$ cat src/rvd_pkg.sv
`timescale 1ns / 1ps

package rvd_pkg;

  localparam int unsigned WordWidth = 32;
  localparam int unsigned OpWidth   = 6;
  localparam int unsigned RegWidth  = 5;

  typedef enum logic [OpWidth-1:0] {
    OP_ECALL   = 6'd0,
    OP_EBREAK  = 6'd1,
    OP_ADD     = 6'd2,
    OP_SUB     = 6'd3,
    OP_SLL     = 6'd4,
    OP_SLT     = 6'd5,
    OP_SLTU    = 6'd6,
    OP_XOR     = 6'd7,
    OP_SRL     = 6'd8,
    OP_SRA     = 6'd9,
    OP_OR      = 6'd10,
    OP_AND     = 6'd11,
    OP_SLLI    = 6'd12,
    OP_SRLI    = 6'd13,
    OP_SRAI    = 6'd14,
    OP_BEQ     = 6'd15,
    OP_BNE     = 6'd16,
    OP_BLT     = 6'd17,
    OP_BGE     = 6'd18,
    OP_BLTU    = 6'd19,
    OP_BGEU    = 6'd20,
    OP_JALR    = 6'd21,
    OP_ADDI    = 6'd22,
    OP_SLTI    = 6'd23,
    OP_SLTIU   = 6'd24,
    OP_XORI    = 6'd25,
    OP_ORI     = 6'd26,
    OP_ANDI    = 6'd27,
    OP_LB      = 6'd28,
    OP_LH      = 6'd29,
    OP_LW      = 6'd30,
    OP_LBU     = 6'd31,
    OP_LHU     = 6'd32,
    OP_SB      = 6'd33,
    OP_SH      = 6'd34,
    OP_SW      = 6'd35,
    OP_FENCE   = 6'd36,
    OP_JAL     = 6'd37,
    OP_LUI     = 6'd38,
    OP_AUIPC   = 6'd39,
    OP_ILLEGAL = 6'd40
  } op_t;

  // whole-word matches
  localparam logic [31:0] WORD_ECALL  = 32'h0000_0073;
  localparam logic [31:0] WORD_EBREAK = 32'h0010_0073;

  // masks
  localparam logic [31:0] MASK_F7F3 = 32'hfe00_707f;
  localparam logic [31:0] MASK_F3   = 32'h0000_707f;
  localparam logic [31:0] MASK_B_HI = 32'h7e00_0000;
  localparam logic [31:0] MASK_U    = 32'hffff_f000;

  // funct7 + funct3 + opcode patterns
  localparam logic [31:0] PAT_ADD  = 32'h0000_0033;
  localparam logic [31:0] PAT_SUB  = 32'h4000_0033;
  localparam logic [31:0] PAT_SLL  = 32'h0000_1033;
  localparam logic [31:0] PAT_SLT  = 32'h0000_2033;
  localparam logic [31:0] PAT_SLTU = 32'h0000_3033;
  localparam logic [31:0] PAT_XOR  = 32'h0000_4033;
  localparam logic [31:0] PAT_SRL  = 32'h0000_5033;
  localparam logic [31:0] PAT_SRA  = 32'h4000_5033;
  localparam logic [31:0] PAT_OR   = 32'h0000_6033;
  localparam logic [31:0] PAT_AND  = 32'h0000_7033;
  localparam logic [31:0] PAT_SLLI = 32'h0000_1013;
  localparam logic [31:0] PAT_SRLI = 32'h0000_5013;
  localparam logic [31:0] PAT_SRAI = 32'h4000_5013;

  // funct3 + opcode patterns
  localparam logic [31:0] PAT_BEQ   = 32'h0000_0063;
  localparam logic [31:0] PAT_BNE   = 32'h0000_1063;
  localparam logic [31:0] PAT_BLT   = 32'h0000_4063;
  localparam logic [31:0] PAT_BGE   = 32'h0000_5063;
  localparam logic [31:0] PAT_BLTU  = 32'h0000_6063;
  localparam logic [31:0] PAT_BGEU  = 32'h0000_7063;
  localparam logic [31:0] PAT_JALR  = 32'h0000_0067;
  localparam logic [31:0] PAT_ADDI  = 32'h0000_0013;
  localparam logic [31:0] PAT_SLTI  = 32'h0000_2013;
  localparam logic [31:0] PAT_SLTIU = 32'h0000_3013;
  localparam logic [31:0] PAT_XORI  = 32'h0000_4013;
  localparam logic [31:0] PAT_ORI   = 32'h0000_6013;
  localparam logic [31:0] PAT_ANDI  = 32'h0000_7013;
  localparam logic [31:0] PAT_LB    = 32'h0000_0003;
  localparam logic [31:0] PAT_LH    = 32'h0000_1003;
  localparam logic [31:0] PAT_LW    = 32'h0000_2003;
  localparam logic [31:0] PAT_LBU   = 32'h0000_4003;
  localparam logic [31:0] PAT_LHU   = 32'h0000_5003;
  localparam logic [31:0] PAT_SB    = 32'h0000_0023;
  localparam logic [31:0] PAT_SH    = 32'h0000_1023;
  localparam logic [31:0] PAT_SW    = 32'h0000_2023;
  localparam logic [31:0] PAT_FENCE = 32'h0000_000f;

  // opcode only
  localparam logic [6:0] OPC_JAL   = 7'h6f;
  localparam logic [6:0] OPC_LUI   = 7'h37;
  localparam logic [6:0] OPC_AUIPC = 7'h17;

  typedef struct packed {
    op_t                 operation;
    logic [RegWidth-1:0] dest_reg;
    logic [RegWidth-1:0] src_reg_a;
    logic [RegWidth-1:0] src_reg_b;
    logic signed [WordWidth-1:0] immediate;
  } dec_t;

endpackage

$ cat src/rvd_ifs.sv
`timescale 1ns / 1ps

interface rvd_instr_if;
  logic        valid;
  logic        ready;
  logic [31:0] instr_word;

  modport source (output valid, output instr_word, input ready);
  modport sink (input valid, input instr_word, output ready);
endinterface

interface rvd_dec_if;
  logic               valid;
  logic               ready;
  logic [5:0]         operation;
  logic [4:0]         dest_reg;
  logic [4:0]         src_reg_a;
  logic [4:0]         src_reg_b;
  logic signed [31:0] immediate;

  modport source (
    output valid, output operation, output dest_reg, output src_reg_a,
    output src_reg_b, output immediate, input ready
  );
  modport sink (
    input valid, input operation, input dest_reg, input src_reg_a,
    input src_reg_b, input immediate, output ready
  );
endinterface

$ cat src/rvd_decode.sv
`timescale 1ns / 1ps

module rvd_decode (
  input  logic [31:0]  word,
  output rvd_pkg::dec_t res
);
  import rvd_pkg::*;

  typedef enum logic [2:0] {
    FMT_NONE  = 3'd0,
    FMT_R     = 3'd1,
    FMT_SHIFT = 3'd2,
    FMT_I     = 3'd3,
    FMT_B     = 3'd4,
    FMT_S     = 3'd5,
    FMT_J     = 3'd6,
    FMT_U     = 3'd7
  } fmt_t;

  op_t         op;
  fmt_t        fmt;
  logic [4:0]  rd;
  logic [4:0]  rs1;
  logic [4:0]  rs2;
  logic [31:0] imm_i;
  logic [31:0] imm_s;
  logic [31:0] imm_b;
  logic [31:0] imm_j;

  assign rd  = word[11:7];
  assign rs1 = word[19:15];
  assign rs2 = word[24:20];

  assign imm_i = {{21{word[31]}}, word[30:20]};
  assign imm_s = {{21{word[31]}}, word[30:25], word[11:7]};
  assign imm_b = {{20{word[31]}}, word[7], word[30:25], word[11:8], 1'b0};
  assign imm_j = {{12{word[31]}}, word[19:12], word[20], word[30:21], 1'b0};

  always_comb begin
    op  = OP_ILLEGAL;
    fmt = FMT_NONE;
    if (word == WORD_ECALL) begin
      op = OP_ECALL;
    end else if (word == WORD_EBREAK) begin
      op = OP_EBREAK;
    end else begin
      case (word & MASK_F7F3)
        PAT_ADD:  begin op = OP_ADD;  fmt = FMT_R; end
        PAT_SUB:  begin op = OP_SUB;  fmt = FMT_R; end
        PAT_SLL:  begin op = OP_SLL;  fmt = FMT_R; end
        PAT_SLT:  begin op = OP_SLT;  fmt = FMT_R; end
        PAT_SLTU: begin op = OP_SLTU; fmt = FMT_R; end
        PAT_XOR:  begin op = OP_XOR;  fmt = FMT_R; end
        PAT_SRL:  begin op = OP_SRL;  fmt = FMT_R; end
        PAT_SRA:  begin op = OP_SRA;  fmt = FMT_R; end
        PAT_OR:   begin op = OP_OR;   fmt = FMT_R; end
        PAT_AND:  begin op = OP_AND;  fmt = FMT_R; end
        PAT_SLLI: begin op = OP_SLLI; fmt = FMT_SHIFT; end
        PAT_SRLI: begin op = OP_SRLI; fmt = FMT_SHIFT; end
        PAT_SRAI: begin op = OP_SRAI; fmt = FMT_SHIFT; end
        default: begin
          case (word & MASK_F3)
            PAT_BEQ:   begin op = OP_BEQ;   fmt = FMT_B; end
            PAT_BNE:   begin op = OP_BNE;   fmt = FMT_B; end
            PAT_BLT:   begin op = OP_BLT;   fmt = FMT_B; end
            PAT_BGE:   begin op = OP_BGE;   fmt = FMT_B; end
            PAT_BLTU:  begin op = OP_BLTU;  fmt = FMT_B; end
            PAT_BGEU:  begin op = OP_BGEU;  fmt = FMT_B; end
            PAT_JALR:  begin op = OP_JALR;  fmt = FMT_I; end
            PAT_ADDI:  begin op = OP_ADDI;  fmt = FMT_I; end
            PAT_SLTI:  begin op = OP_SLTI;  fmt = FMT_I; end
            PAT_SLTIU: begin op = OP_SLTIU; fmt = FMT_I; end
            PAT_XORI:  begin op = OP_XORI;  fmt = FMT_I; end
            PAT_ORI:   begin op = OP_ORI;   fmt = FMT_I; end
            PAT_ANDI:  begin op = OP_ANDI;  fmt = FMT_I; end
            PAT_LB:    begin op = OP_LB;    fmt = FMT_I; end
            PAT_LH:    begin op = OP_LH;    fmt = FMT_I; end
            PAT_LW:    begin op = OP_LW;    fmt = FMT_I; end
            PAT_LBU:   begin op = OP_LBU;   fmt = FMT_I; end
            PAT_LHU:   begin op = OP_LHU;   fmt = FMT_I; end
            PAT_SB:    begin op = OP_SB;    fmt = FMT_S; end
            PAT_SH:    begin op = OP_SH;    fmt = FMT_S; end
            PAT_SW:    begin op = OP_SW;    fmt = FMT_S; end
            PAT_FENCE: begin op = OP_FENCE; fmt = FMT_NONE; end
            default: begin
              case (word[6:0])
                OPC_JAL:   begin op = OP_JAL;   fmt = FMT_J; end
                OPC_LUI:   begin op = OP_LUI;   fmt = FMT_U; end
                OPC_AUIPC: begin op = OP_AUIPC; fmt = FMT_U; end
                default: ;
              endcase
            end
          endcase
        end
      endcase
    end
  end

  always_comb begin
    res.operation = op;
    res.dest_reg  = '0;
    res.src_reg_a = '0;
    res.src_reg_b = '0;
    res.immediate = '0;
    case (fmt)
      FMT_R: begin
        res.dest_reg  = rd;
        res.src_reg_a = rs1;
        res.src_reg_b = rs2;
      end
      FMT_SHIFT: begin
        res.dest_reg  = rd;
        res.src_reg_a = rs1;
        res.immediate = {27'd0, rs2};
      end
      FMT_I: begin
        res.dest_reg  = rd;
        res.src_reg_a = rs1;
        res.immediate = imm_i;
      end
      FMT_B: begin
        res.src_reg_a = rs1;
        res.src_reg_b = rs2;
        res.immediate = imm_b;
      end
      FMT_S: begin
        res.src_reg_a = rs1;
        res.src_reg_b = rs2;
        res.immediate = imm_s;
      end
      FMT_J: begin
        res.dest_reg  = rd;
        res.immediate = imm_j;
      end
      FMT_U: begin
        res.dest_reg  = rd;
        res.immediate = word & MASK_U;
      end
      default: ;
    endcase
  end

endmodule

$ cat src/rv32i_instruction_decoder.sv
`timescale 1ns / 1ps
// rv32i instruction decoder
// instr channel: one raw 32-bit instruction word per request
// dec channel: one decoded request per instruction, in order: operation code,
//   rd, rs1, rs2 and the sign-extended immediate or shift amount; unused
//   fields are zero, anything unrecognized decodes to the illegal code
// path: an accepted instruction is held in the input register, decoded
//   combinationally, then captured in the result register that drives dec
// throughput: one instruction per cycle, sustained while dec is taken
// reset: synchronous; both stages are emptied, no request is pending
// stall: when dec.ready is low the result register holds its request and
//   the input register may still fill; instr.ready drops only once both
//   stages are full, and rises in the same cycle dec is taken
// no configuration and no state beyond the two pipeline registers
module rv32i_instruction_decoder (
  input logic            clk,
  input logic            rst,
  rvd_instr_if.sink      instr,
  rvd_dec_if.source      dec
);
  import rvd_pkg::*;

  logic        in_valid;
  logic [31:0] in_word;
  logic        out_valid;
  dec_t        out_res;
  dec_t        dec_res;
  logic        out_free;
  logic        in_free;

  rvd_decode u_decode (
    .word (in_word),
    .res  (dec_res)
  );

  assign out_free    = !out_valid || dec.ready;
  assign in_free     = !in_valid || out_free;
  assign instr.ready = in_free;

  always_ff @(posedge clk) begin
    if (rst) begin
      in_valid  <= 1'b0;
      out_valid <= 1'b0;
    end else begin
      if (in_free) begin
        in_valid <= instr.valid;
      end
      if (out_free) begin
        out_valid <= in_valid;
      end
    end
  end

  always_ff @(posedge clk) begin
    if (in_free && instr.valid) begin
      in_word <= instr.instr_word;
    end
    if (out_free && in_valid) begin
      out_res <= dec_res;
    end
  end

  assign dec.valid     = out_valid;
  assign dec.operation = out_res.operation;
  assign dec.dest_reg  = out_res.dest_reg;
  assign dec.src_reg_a = out_res.src_reg_a;
  assign dec.src_reg_b = out_res.src_reg_b;
  assign dec.immediate = out_res.immediate;

endmodule
$ cat src/flat_wrapper.sv
// flat-port wrapper written by rule: the top's interface ports become plain ports
module rv32i_instruction_decoder_flat import rvd_pkg::*;
  (clk, rst, instr_valid, instr_instr_word, instr_ready, dec_valid, dec_operation, dec_dest_reg, dec_src_reg_a, dec_src_reg_b, dec_immediate, dec_ready);
  rvd_instr_if instr_i ();
  rvd_dec_if dec_i ();
  input logic clk;
  input logic rst;
  input wire logic [$bits(instr_i.valid)-1:0] instr_valid;
  input wire logic [$bits(instr_i.instr_word)-1:0] instr_instr_word;
  output wire logic [$bits(instr_i.ready)-1:0] instr_ready;
  output wire logic [$bits(dec_i.valid)-1:0] dec_valid;
  output wire logic [$bits(dec_i.operation)-1:0] dec_operation;
  output wire logic [$bits(dec_i.dest_reg)-1:0] dec_dest_reg;
  output wire logic [$bits(dec_i.src_reg_a)-1:0] dec_src_reg_a;
  output wire logic [$bits(dec_i.src_reg_b)-1:0] dec_src_reg_b;
  output wire logic [$bits(dec_i.immediate)-1:0] dec_immediate;
  input wire logic [$bits(dec_i.ready)-1:0] dec_ready;
  assign instr_i.valid = instr_valid;
  assign instr_i.instr_word = instr_instr_word;
  assign instr_ready = instr_i.ready;
  assign dec_valid = dec_i.valid;
  assign dec_operation = dec_i.operation;
  assign dec_dest_reg = dec_i.dest_reg;
  assign dec_src_reg_a = dec_i.src_reg_a;
  assign dec_src_reg_b = dec_i.src_reg_b;
  assign dec_immediate = dec_i.immediate;
  assign dec_i.ready = dec_ready;
  rv32i_instruction_decoder u_core (.clk(clk), .rst(rst), .instr(instr_i), .dec(dec_i));
endmodule
$ cat config.mk
export PLATFORM = sky130hd
export DESIGN_NAME = rv32i_instruction_decoder_flat
export DESIGN_NICKNAME = d
export VERILOG_FILES = /design/src/rvd_pkg.sv /design/src/rvd_ifs.sv /design/src/rvd_decode.sv /design/src/rv32i_instruction_decoder.sv /design/src/flat_wrapper.sv
export SDC_FILE = /design/constraint.sdc
export NUM_CORES = 1
export LEC_CHECK = 0
export BUFFER_PORTS_ARGS = -buffer_cell sky130_fd_sc_hd__buf_4
export CORE_AREA = 8 8 121 123
export CTS_CLUSTER_SIZE = 24
export DETAILED_ROUTE_END_ITERATION = 12
export DIE_AREA = 0 0 129 131
export PLACE_DENSITY = 0.62
export SYNTH_ARGS = -nofsm -noshare
export SYNTH_HDL_FRONTEND = slang
export SYNTH_SLANG_ARGS = --single-unit
$ cat constraint.sdc
create_clock -name clk -period 5 [get_ports clk]
set_clock_uncertainty 0.15 [all_clocks]
set_input_delay 1 -clock clk [delete_from_list [all_inputs] [get_ports clk]]
set_output_delay 1 -clock clk [all_outputs]
set_load 0.01 [all_outputs]
Yosys cells after proc, flatten, opt, wreduce, memory -nomap -nowiden

Index checks and enable logic that the tools add are counted.

Bits of input ports: 36
Output and inout bits: 55
Register bits after elaboration: 87
Logic and storage cells: 82

Muxes and demuxes: 10
Reductions and logical operators: 16
Equal/unequal tests: 47

Operators with widths:

| kind                                                                     | number |
|---|---|
| 32-bit case mux with 6 select lines                                      | 1 |
| 6-bit case mux with 22 select lines                                      | 1 |
| 10-bit equality test (second input constant)                             | 9 |
| 17-bit by 10-bit equality test with 1-bit output (second input constant) | 5 |
| 6-bit case mux with 13 select lines                                      | 1 |
| 17-bit by 16-bit equality test with 1-bit output (second input constant) | 3 |
| 10-bit by 9-bit equality test with 1-bit output (second input constant)  | 4 |
| 17-bit by 8-bit equality test with 1-bit output (second input constant)  | 2 |
| 17-bit by 9-bit equality test with 1-bit output (second input constant)  | 2 |
| 32-bit by 21-bit equality test with 1-bit output (second input constant) | 1 |
| 32-bit by 7-bit equality test with 1-bit output (second input constant)  | 1 |
| 10-bit by 8-bit equality test with 1-bit output (second input constant)  | 3 |
| 10-bit by 7-bit equality test with 1-bit output (second input constant)  | 2 |
| 17-bit by 6-bit equality test with 1-bit output (second input constant)  | 1 |
| 3-bit equality test (second input constant)                              | 4 |
| 3-bit case mux with 2 select lines                                       | 2 |
| 3-bit case mux with 4 select lines                                       | 1 |
| 4-bit case mux with 3 select lines                                       | 1 |
| 12-bit OR reduction                                                      | 1 |
| 10-bit by 2-bit equality test with 1-bit output (second input constant)  | 1 |
| 10-bit by 4-bit equality test with 1-bit output (second input constant)  | 1 |
| 10-bit by 5-bit equality test with 1-bit output (second input constant)  | 1 |
| 10-bit by 6-bit equality test with 1-bit output (second input constant)  | 1 |
| 10-bit OR reduction                                                      | 1 |
| 14 further kinds                                                         | 23 |

Logic depth before layout (Yosys ltp)

Depth after elaboration: 9
Gate-level depth with buffers: 9
Gate-level depth less buffers: 6

By module

From an unflattened synthesis, not the netlist that was laid out.

Cells, all modules: 328
Area total of the unflattened synthesis: 4051.4 um2

Modules (own cells, without submodules):

| module                    | cells each | sequential area each (um2) | area an instance (um2) | times used |
|---|---|---|---|---|
| rv32i_instruction_decoder | 95         | 2592.5                     | 2656.3                 | 1 |
| rvd_decode                | 233        | 0.0                        | 1395.1                 | 1 |

Worst setup path before layout

Ideal clock, no wire load.

Path kind: input to register
Start: input port dec_ready
End: register u_core.out_res, in the netlist u_core.dec.dest_reg[0] (enable)
Required time: 4.380 ns
Path slack: 0.938 ns
Buffers on the path: 0
Stages on the path: 2
Arrival time: 3.442 ns
Setup time: 0.470 ns
Cells stage by stage: nor2b_1 > nor2b_1

Word-level cells in the longest chain between the ends: 2

Ends and longest elaborated chain:

| item                   | RTL line                        | source |
|---|---|---|
| start: declaration     | flat_wrapper.sv:17              | `input wire logic [$bits(dec_i.ready)-1:0] dec_ready;` |
| 1-bit logical OR       | rv32i_instruction_decoder.sv:36 | `assign out_free = !out_valid \|\| dec.ready;` |
| 1-bit logical AND      | rv32i_instruction_decoder.sv:58 | `if (out_free && in_valid) begin` |
| end signal: assignment | rv32i_instruction_decoder.sv:59 | `out_res <= dec_res;` |
| end: declaration       | rv32i_instruction_decoder.sv:26 | `dec_t out_res;` |

Every way passes these cells.
A chain may end at the register's enable or synchronous reset.

Final worst setup path

Start: register u_core.in_word[6]
End: register u_core.out_res, in the netlist u_core.dec.src_reg_b[0], data pin

Word-level cells in the longest chain between the ends: 9
Elaborated cells between the ends (all ways): 55
Classes of those cells: 43 x eq/ne; 5 x mux; 7 x reduce/logical

Ends and longest elaborated chain:

| item                                                                                                             | RTL line                        | source |
|---|---|---|
| start: declaration                                                                                               | rv32i_instruction_decoder.sv:24 | `logic [31:0] in_word;` |
| start signal: assignment                                                                                         | rv32i_instruction_decoder.sv:56 | `in_word <= instr.instr_word;` |
| 7-bit by 5-bit equality test with 1-bit output or 7-bit by 6-bit equality test with 1-bit output (tied branches) | rvd_decode.sv:86                | `case (word[6:0])` |
| 2-bit OR reduction (no source line)                                                                              | --                              |  |
| 3-bit case mux with 2 select lines                                                                               | rvd_decode.sv:86                |  |
| 3-bit case mux with 4 select lines                                                                               | rvd_decode.sv:62                | `case (word & MASK_F3)` |
| 3-bit case mux with 2 select lines                                                                               | rvd_decode.sv:47                | `case (word & MASK_F7F3)` |
| 3-bit 2-to-1 mux                                                                                                 | rvd_decode.sv:44                | `end else if (word == WORD_EBREAK) begin` |
| 3-bit 2-to-1 mux (*)                                                                                             | rvd_decode.sv:42                | `if (word == WORD_ECALL) begin` |
| 3-bit equality test or 3-bit by 1-bit equality test with 1-bit output (tied branches)                            | rvd_decode.sv:105               | `case (fmt)` |
| 3-bit OR reduction (no source line) (*)                                                                          | --                              |  |

Mark *: on every way between the ends. The rest lies on a longest branch, timed or not.

==> impl_metrics.csv <==
group,metric,value,unit
outcome,status,"finished, final reports clean",
synthesis,syn_area,4080,sq um
grt,grt_util_met3,0.0459,
synthesis,yosysWarnings,0,
route,drc,0,
grt,grt_start_max_net_pins,33,
floorplan,die_w,129,um
power_and_ir_drop,ir_worst_vdd,0.000138,V
timing,setup_ws,2070,ps
place,place.detailed.hpwl,7620,um
synthesis,async_reset_ff_frac,0,
route,drt_wl_total,10500,um
power_and_ir_drop,p_switching,370,uW
worst_setup_path,reg2reg_slack,2070,ps
timing,finalHoldViolCount,0,
final_layout,fin_util,0.404,
floorplan,die_h,131,um
clock_tree,cts-resized-gates,0,
grt,grt-busiest-layer,"met2",
worst_setup_path,cp_slowest_cell,"nor2_1",
timing,rsz0062_at_grt,"false",
power_and_ir_drop,pwr_density_cell,323,nW/um^2
synthesis,avgSynthCellArea,12.7,sq um
route,wire_per_inst,17.9,um
timing,setup_viol,0,
grt,gr-usage-all-layers,0.126,
hold_path,hp-class,"flop to flop",
place,place_congestion,0.870,
final_layout,drive_gt1_frac,0.320,
grt,overflow,0,
final_layout,final_cell_mix,"92 x buf_4, 85 x edfxtp_1, 28 x nand2_1, 19 x nor2_1, 19 x and2_1",
floorplan,start_util,0.317,
power_and_ir_drop,cellInternalPower,1.31,mW
synthesis,synth_enable_flop_cells,85,
timing,min_period,2930,ps
final_layout,final_common_cell,"buf_4",
clock_tree,cts_sinks,87,
power_and_ir_drop,seqPwrFrac,0.524,
final_layout,nets,440,
hold_path,hold_end,"u_core.dec.valid",
power_and_ir_drop,p_comb_frac,0.081,
worst_setup_path,reg2reg_to,"u_core.dec.src_reg_b[0]",
route,ant_nets,0,
power_and_ir_drop,totalPowerFinal,1.68,mW
timing,maxSlewViolCount,0,
grt,grt_pass1_wl,16000,um
worst_setup_path,cp.arrival,2980,ps
hold_path,min_from,"u_core.in_valid",
floorplan,io_pins,91,
clock_tree,cts_buffers,9,
clock_tree,clockBufferDepth,2,
worst_setup_path,cp_cell_sequence,"nand2b_1 > nor2_1 > a211oi_2 > o41ai_2 > and2_1",
power_and_ir_drop,clkPwrFrac,0.395,
clock_tree,root_buffer,"clkbuf_16",
power_and_ir_drop,p_leak,1.98,nW
worst_setup_path,startpoint_type,"flop",
final_layout,area_growth,27.6,%
timing,slew_headroom,0.358,
floorplan,dieArea,16900,sq um
timing,max_freq,342,MHz
timing,holdWs,372,ps
route,firstDrtPassIters,4,
final_layout,fillers,1240,
worst_setup_path,crit_type,"flop to flop",
place,portBuffers,90,
synthesis,syn_inst,320,
timing,fin_crit_sh,0.585,
place,pre_cts_ws,2110,ps
worst_setup_path,endpoint_kind,"flop",
power_and_ir_drop,swShare,0.220,
synthesis,synth_nets,356,
route,via_count,2847,
route,via_per_inst,4.87,
worst_setup_path,cp_max_fo,20,
grt,grt_antenna_before_repair,0,
worst_setup_path,r2r_start,"u_core.in_word[6]",
floorplan,rows,42,
timing,fin_tns_setup,0,ps
clock_tree,htree_levels,3,
floorplan,coreArea,12900,sq um
hold_path,holdPathStages,2,
worst_setup_path,rr_worst_depth,5,
clock_tree,insertion_delay,340,ps
synthesis,ys_types,63,
synthesis,synth_ff_type,"edfxtp_1",
grt,grt_pass1_vias,2850,
synthesis,yosys_register_bits,87,
clock_tree,cts.clk_slew.worst_paths,60,ps
grt,met1_usage,0.156,
worst_setup_path,slowest_delay,740,ps
final_layout,diodes,0,
route,drtIter0Drc,243,
clock_tree,post_cts_buffers,0,
timing,tightest_slew,963,ps
grt,gr-usage-met2,0.202,
job,cap_violations,0,
clock_tree,cts_tree,"done",
synthesis,seq_area_frac_synth,0.636,
clock_tree,ctsHoldBuffers,0,
worst_setup_path,worstPathRequired,5060,ps
==> worst max-delay path by stage <==
| stage | to | from |
|---|---|---|
| 2_1_floorplan | u_core.dec.dest_reg[0] | dec_ready |
| 6_report | u_core.dec.src_reg_b[0] | u_core.in_word[6] |
| 3_5_place_dp | u_core.dec.dest_reg[0] | u_core.in_word[12] |
| 3_3_place_gp | u_core.dec.src_reg_a[1] | u_core.in_word[12] |
| 5_1_grt | u_core.dec.src_reg_b[0] | u_core.in_word[6] |
| 4_1_cts | u_core.dec.src_reg_b[1] | u_core.in_word[6] |
==> layout make-up <==
class | count | area, sq um | area share
clock buffer | 13 | 250 | 0.0481
clock inverter | 3 | 45.0 | 0.00866
inverter | 2 | 7.51 | 0.00144
multi-input combinational | 212 | 1400 | 0.268
sequential | 87 | 2590 | 0.498
tap | 176 | 220 | 0.0423
timing repair buffer | 92 | 691 | 0.133
==> synth_stat cells, drive strengths merged (3+ instances only) <==
library cell	number	area [sq um]
nand2b	5	31.3
nor2	21	88.8
a21oi	10	50.1
nor3	14	70.1
nor4	10	68.8
o211ai	3	22.5
a22o	4	35.0
and3	6	37.5
and2	19	119
nand2	39	179
nor2b	3	18.8
nor3b	4	30.0
o21ai	12	78.8
mux2i	4	40.0
nand3	4	20.0
clkbuf	12	45.0
a21o	9	67.6
edfxtp	85	2550
nand4	5	31.3
buf	7	45.0
a211oi	3	27.5
==> per-layer routing <==
layer  wire (um)  vias to the layer above
met5           0                        -
met4         140                        0
met3         844                       12
met2        4940                      102
met1        4550                     1342
li1            -                     1391
==> power groups by stage <==
stage	logic, mW	clock network [mW]	registers (mW)
2_1_floorplan	0.0655	0	0.889
3_3_place_gp	0.137	0	0.897
3_5_place_dp	0.139	0	0.897
4_1_cts	0.139	0.680	0.882
5_1_grt	0.149	0.710	0.887
6_report	0.136	0.664	0.882
==> metrics by stage <==
stage	cell area, sq um	cells
5_1_grt	5200	585
4_1_cts	5200	585
2_1_floorplan	4080	320
6_report	5200	585
3_5_place_dp	4910	569
3_3_place_gp	4910	569
==> cells by family after synthesis <==
kind of cell / Yosys count / share of synthesized area
simple gates: 144 / 0.203
flops: 87 / 0.636
compound gates: 60 / 0.119
buf+inv: 21 / 0.0239
xor+xnor: 4 / 0.00859
mux: 4 / 0.00982
==> worst max-delay path: cells and delay by family (launching register included) <==
| family | cells | cell delay (ps) |
|---|---|---|
| and+or+nand+nor | 3 | 1260 |
| AOI/OAI and AO/OA | 2 | 720 |
| DFF | 1 | 660 |
(Power assumes the default switching activity.)
